`config.mk`:
```
export PLATFORM = sky130hd
export DESIGN_NAME = hbp_ctrl
export DESIGN_NICKNAME = d
export VERILOG_FILES = /design/src/rtl/core/hbp_pkg.sv /design/src/rtl/core/hbp_ctrl.sv
export SDC_FILE = /design/constraint.sdc
export NUM_CORES = 1
export LEC_CHECK = 0
export CELL_PAD_IN_SITES_DETAIL_PLACEMENT = 2
export CELL_PAD_IN_SITES_GLOBAL_PLACEMENT = 2
export CORE_MARGIN = 5
export CORE_UTILIZATION = 28
export DETAILED_ROUTE_END_ITERATION = 6
export DONT_BUFFER_PORTS = 1
export PLACE_DENSITY = 0.73
export SETUP_SLACK_MARGIN = 0.3
export SYNTH_ARGS = -nofsm -noshare
export SYNTH_HDL_FRONTEND = slang
export SYNTH_SLANG_ARGS = --single-unit
```
`constraint.sdc`:
```
create_clock -name i_clk -period 1.6 [get_ports i_clk]
set_clock_uncertainty 0.15 [all_clocks]
set_input_delay 0.16 -clock i_clk [delete_from_list [all_inputs] [get_ports i_clk]]
set_output_delay 0.16 -clock i_clk [all_outputs]
set_load 0.01 [all_outputs]
```
`src/rtl/core/hbp_pkg.sv`:
```
// Shared types, constants and datapath command codes for the block profiler.
package hbp_pkg;

    localparam int ANCHOR_W     = 12;
    localparam int ANCHOR_COUNT = 1 << ANCHOR_W;
    localparam int STACK_DEPTH  = 64;
    localparam int STACK_AW     = $clog2(STACK_DEPTH);
    localparam int LEVEL_W      = $clog2(STACK_DEPTH + 1);
    localparam int IDX_W        = 12;
    localparam int BYTES_W      = 32;
    localparam int TIME_W       = 64;
    localparam int ACC_W        = 64;

    typedef enum logic [1:0] {
        REQ_BEGIN = 2'd0,
        REQ_END   = 2'd1,
        REQ_READ  = 2'd2,
        REQ_NONE  = 2'd3
    } t_req;

    typedef enum logic [1:0] {
        ST_OK        = 2'd0,
        ST_OVERFLOW  = 2'd1,
        ST_UNDERFLOW = 2'd2
    } t_status;

    typedef struct packed {
        logic [1:0]         req_type;
        logic [IDX_W-1:0]   anchor_index;
        logic [BYTES_W-1:0] byte_count;
        logic [TIME_W-1:0]  timestamp;
    } t_in_item;

    typedef struct packed {
        logic [1:0]       status;
        logic [ACC_W-1:0] exclusive_time;
        logic [ACC_W-1:0] inclusive_time;
        logic [ACC_W-1:0] hit_count;
        logic [ACC_W-1:0] byte_total;
    } t_out_item;

    typedef struct packed {
        logic [ACC_W-1:0] excl;
        logic [ACC_W-1:0] incl;
        logic [ACC_W-1:0] hits;
        logic [ACC_W-1:0] bytes;
    } t_anchor_row;

    typedef struct packed {
        logic [ANCHOR_W-1:0] parent;
        logic [ANCHOR_W-1:0] anchor;
        logic [ACC_W-1:0]    old_incl;
        logic [TIME_W-1:0]   start;
    } t_frame;

    typedef enum logic [3:0] {
        DP_NOP,
        DP_CLEAR,
        DP_LATCH,
        DP_RD_IDX,
        DP_BEGIN_WR,
        DP_FRAME_RD,
        DP_PAR_RD,
        DP_PAR_WR,
        DP_ANC_RD,
        DP_ANC_WR,
        DP_LOAD
    } t_dp_op;

    typedef struct packed {
        t_dp_op  op;
        t_status status;
    } t_dp_cmd;

    typedef struct packed {
        logic clear_last;
        logic stack_full;
        logic stack_empty;
    } t_dp_stat;

endpackage

```
`src/rtl/core/hbp_ctrl.sv`:
```
// Controller of the block profiler: sequences each transaction and owns both handshakes.
module hbp_ctrl
    import hbp_pkg::*;
(
    input  logic       i_clk,
    input  logic       i_rst_n,
    input  logic       i_in_valid,
    output logic       o_in_ready,
    input  logic [1:0] i_req_type,
    output logic       o_out_valid,
    input  logic       i_out_ready,
    input  t_dp_stat   i_stat,
    output t_dp_cmd    o_cmd
);

    typedef enum logic [3:0] {
        S_CLEAR,
        S_IDLE,
        S_BEG_RD,
        S_BEG_WR,
        S_END_FRD,
        S_END_PRD,
        S_END_PWR,
        S_END_ARD,
        S_END_AWR,
        S_RD_RD,
        S_DONE
    } t_state;

    t_state  r_state;
    t_state  n_state;
    t_status r_status;
    t_status n_status;
    logic    r_out_valid;
    logic    n_out_valid;

    always_ff @(posedge i_clk) begin
        if (!i_rst_n) begin
            r_state     <= S_CLEAR;
            r_status    <= ST_OK;
            r_out_valid <= 1'b0;
        end else begin
            r_state     <= n_state;
            r_status    <= n_status;
            r_out_valid <= n_out_valid;
        end
    end

    always_comb begin
        n_state      = r_state;
        n_status     = r_status;
        n_out_valid  = r_out_valid && !i_out_ready;
        o_in_ready   = 1'b0;
        o_cmd.op     = DP_NOP;
        o_cmd.status = r_status;
        unique case (r_state)
            S_CLEAR: begin
                o_cmd.op = DP_CLEAR;
                if (i_stat.clear_last) begin
                    n_state = S_IDLE;
                end
            end
            S_IDLE: begin
                o_in_ready = 1'b1;
                if (i_in_valid) begin
                    o_cmd.op = DP_LATCH;
                    n_status = ST_OK;
                    unique case (t_req'(i_req_type))
                        REQ_BEGIN: begin
                            if (i_stat.stack_full) begin
                                n_status = ST_OVERFLOW;
                                n_state  = S_DONE;
                            end else begin
                                n_state = S_BEG_RD;
                            end
                        end
                        REQ_END: begin
                            if (i_stat.stack_empty) begin
                                n_status = ST_UNDERFLOW;
                                n_state  = S_DONE;
                            end else begin
                                n_state = S_END_FRD;
                            end
                        end
                        REQ_READ: begin
                            n_state = S_RD_RD;
                        end
                        default: begin
                            n_state = S_DONE;
                        end
                    endcase
                end
            end
            S_BEG_RD: begin
                o_cmd.op = DP_RD_IDX;
                n_state  = S_BEG_WR;
            end
            S_BEG_WR: begin
                o_cmd.op = DP_BEGIN_WR;
                n_state  = S_DONE;
            end
            S_END_FRD: begin
                o_cmd.op = DP_FRAME_RD;
                n_state  = S_END_PRD;
            end
            S_END_PRD: begin
                o_cmd.op = DP_PAR_RD;
                n_state  = S_END_PWR;
            end
            S_END_PWR: begin
                o_cmd.op = DP_PAR_WR;
                n_state  = S_END_ARD;
            end
            S_END_ARD: begin
                o_cmd.op = DP_ANC_RD;
                n_state  = S_END_AWR;
            end
            S_END_AWR: begin
                o_cmd.op = DP_ANC_WR;
                n_state  = S_DONE;
            end
            S_RD_RD: begin
                o_cmd.op = DP_RD_IDX;
                n_state  = S_DONE;
            end
            S_DONE: begin
                if (!r_out_valid || i_out_ready) begin
                    o_cmd.op    = DP_LOAD;
                    n_out_valid = 1'b1;
                    n_state     = S_IDLE;
                end
            end
            default: begin
                n_state = S_IDLE;
            end
        endcase
    end

    assign o_out_valid = r_out_valid;

endmodule

```
==> flow_metrics.env <==
export IMPL_timing_hold_ws_ns=-0.133
export IMPL_die_y_um=53.5
export IMPL_portBuffers=0
export IMPL_grt_use_total_pct=18.5
export IMPL_ys_seq_area_share_pct=26.4
export IMPL_grt_ovfl_total=0
export IMPL_routedWlPerCell_um=21.8
export IMPL_antenna_cells=0
export IMPL_slew_headroom_pct=81.9
export IMPL_htreeDepth=1
export IMPL_drive_above_1_share_pct=49.4
export IMPL_finalInstanceArea_um2=826
export IMPL_synth_flop_cell="dfxtp_1"
export IMPL_synth_area_top_cells="dfxtp_1 (26%), o21ai_0 (4.7%), nand2_1 (4.2%), nor2_1 (4.2%), nor3_1 (3.8%)"
export IMPL_finalMaxSlewViolations=0
export IMPL_fin_util_pct=46.8
export IMPL_r2r_cells=3
export IMPL_startpoint_type="register"
export IMPL_die_area_um2=2860
export IMPL_drt_pass1_iterations=4
export IMPL_io_pins=17
export IMPL_routabilityCongestion=0.789
export IMPL_syn_area_per_cell_um2=7.47
export IMPL_synth_top_area_share_pct=26.4
export IMPL_synth_common_cells="dfxtp_1 (7), nand2_1 (6), nor2_1 (6)"
export IMPL_violations="negative hold slack"
export IMPL_fillCellCount=206
export IMPL_hpwlAfterDp_mm=1.29
export IMPL_grt_antenna_before_repair=0
export IMPL_synthDistinctLibCells=37
export IMPL_area_growth_syn_to_layout_pct=55.7
export IMPL_insertion_delay_ns=0.27
export IMPL_viasPerCell=5.63
export IMPL_routed_wl_mm=2.44
export IMPL_crit_type="reg -> reg"
export IMPL_num_vias=630
export IMPL_clockRootBuffer="clkbuf_4"
export IMPL_cp_max_fo=2
export IMPL_syn_nets=80
export IMPL_timing_setup_tns_ns=0
export IMPL_num_rows=15
export IMPL_grt_pass1_wl_mm=3.66
export IMPL_worstPathArrival_ns=1.62
export IMPL_ys_seq_elements=7
export IMPL_drt_iter0_markers=6
export IMPL_synthesis_area_um2=531
export IMPL_met2_length_mm=1.22
export IMPL_worst_pin_slew_ns=0.269
export IMPL_p_leak_uw=0.000334
export IMPL_cts_buffer_depth=2
export IMPL_yosysWarnings=0
export IMPL_power_density_nw_per_um2=623
export IMPL_fmax_mhz=644
export IMPL_post_route_min_period_ns=1.55
export IMPL_total_power_uw=514
export IMPL_clkSlewWorstSetupHoldPaths_ns=0.07
export IMPL_nNetsFinal=97
export IMPL_register_area_um2=146
export IMPL_grt_max_degree=15
export IMPL_synth_area_leader_cell="dfxtp_1"
export IMPL_synth_edff_count=0
export IMPL_critPathRequiredTime_ns=1.67
export IMPL_place_area_um2=593
export IMPL_syn_inst=71
export IMPL_peakVddDrop_v=0.000281
export IMPL_holdPathStages=1
export IMPL_core_area_um2=1760
export IMPL_maxCapViolations=0
export IMPL_drc=0
export IMPL_highest_layer="met4"
export IMPL_grt_pass1_vias=676
export IMPL_crit_path_end_kind="register"
export IMPL_clock_sinks=7
export IMPL_finalSetupViolations=0
export IMPL_hold_viol_final=6
export IMPL_initial_core_util_pct=30.1
export IMPL_rsz0062_at_grt="true"
export IMPL_die_w_um=53.5
export IMPL_status="finished with violations"
export IMPL_hp_class="in -> reg"
export IMPL_multiInputGateArea_um2=453
export IMPL_cts_made_buffers=3
export IMPL_ys_async_sr_fraction_pct=0
export IMPL_cts_tree="yes"
export IMPL_antenna_left=0
export IMPL_finalCritPeriodShare_pct=97.1
export IMPL_post_synth_top_count_cell="dfxtp_1"
export IMPL_met3_wirelength_um=52
export IMPL_wl_met1_mm=1.13
[state kept, by name, indices dropped and copies added, names as in the netlist]
register,flops
r_state,4
o_out_valid,1
r_status,2
[metal layers]
metal  vias to the layer above  track usage [%]
met5                         -                0
met4                         0             8.94
met3                         4             2.82
met2                        11             30.2
met1                       319             23.5
li1                        296                -
[what timing repair did]
item / CTS / global route
buffers inserted: 8 / 2
pin swaps: 5 / 6
gates resized for setup: 28 / 10
hold endpoints to repair: 6 / 6
setup endpoints to repair: 10 / 10
gates cloned: 1 / 0
[per-stage QoR]
step	hold slack [ns]	worst slack, ns	cells
after floorplan	0.128	0.103	71
after global placement	0.137	0.108	97
after detailed placement	0.137	0.0606	97
after CTS	-0.132	0.0480	110
after global routing	-0.139	-0.000699	112
final	-0.133	0.0464	112
[cell families (layout without fill, tap and decap cells)]
logic type	count (synthesis)	in the layout	synth area share, %
compound gates	22	22	29.2
simple gates	32	32	34.9
xor+xnor	1	1	1.65
mux	1	1	2.12
buf+inv	8	24	5.66
flops	7	7	26.4
[cells in the final DEF (no fill, tap or decap), drive strengths merged, types with 3 or more instances in the layout]
cell type,Yosys,routed
nor3,4,4
nand2,6,6
buf,0,17
dfxtp,7,7
nor2,6,6
clkbuf,5,4
o21ai,6,6
inv,3,3
[power by group]
part | leakage, uW | total [uW] | internal, uW | switching [uW]
Combinational | 0.000260 | 143 | 66.8 | 76.6
Sequential | 0.0000590 | 188 | 181 | 6.51
Clock | 0.0000150 | 183 | 96.3 | 86.7
[critical path: stages (launching register included)]
cell and delay (ns):
dfxtp_2 0.33, or3_4 0.38, or4_4 0.52, a21boi_2 0.13
[final timing paths]
check                end        start  slack [ns]
max          r_status[0]   r_state[3]        0.05
min reg2reg  r_status[1]  r_status[1]        0.37
max reg2reg  r_status[0]   r_state[3]        0.05
min          o_out_valid      i_rst_n       -0.13
[cell type report]
cell class,count,share of cell area [%]
clock buffer,4,3.18
inverter,3,1.67
multi-input combinational,56,54.8
sequential,7,17.7
tap,25,3.79
timing repair buffer,17,18.8
(Power assumes the default switching activity.)
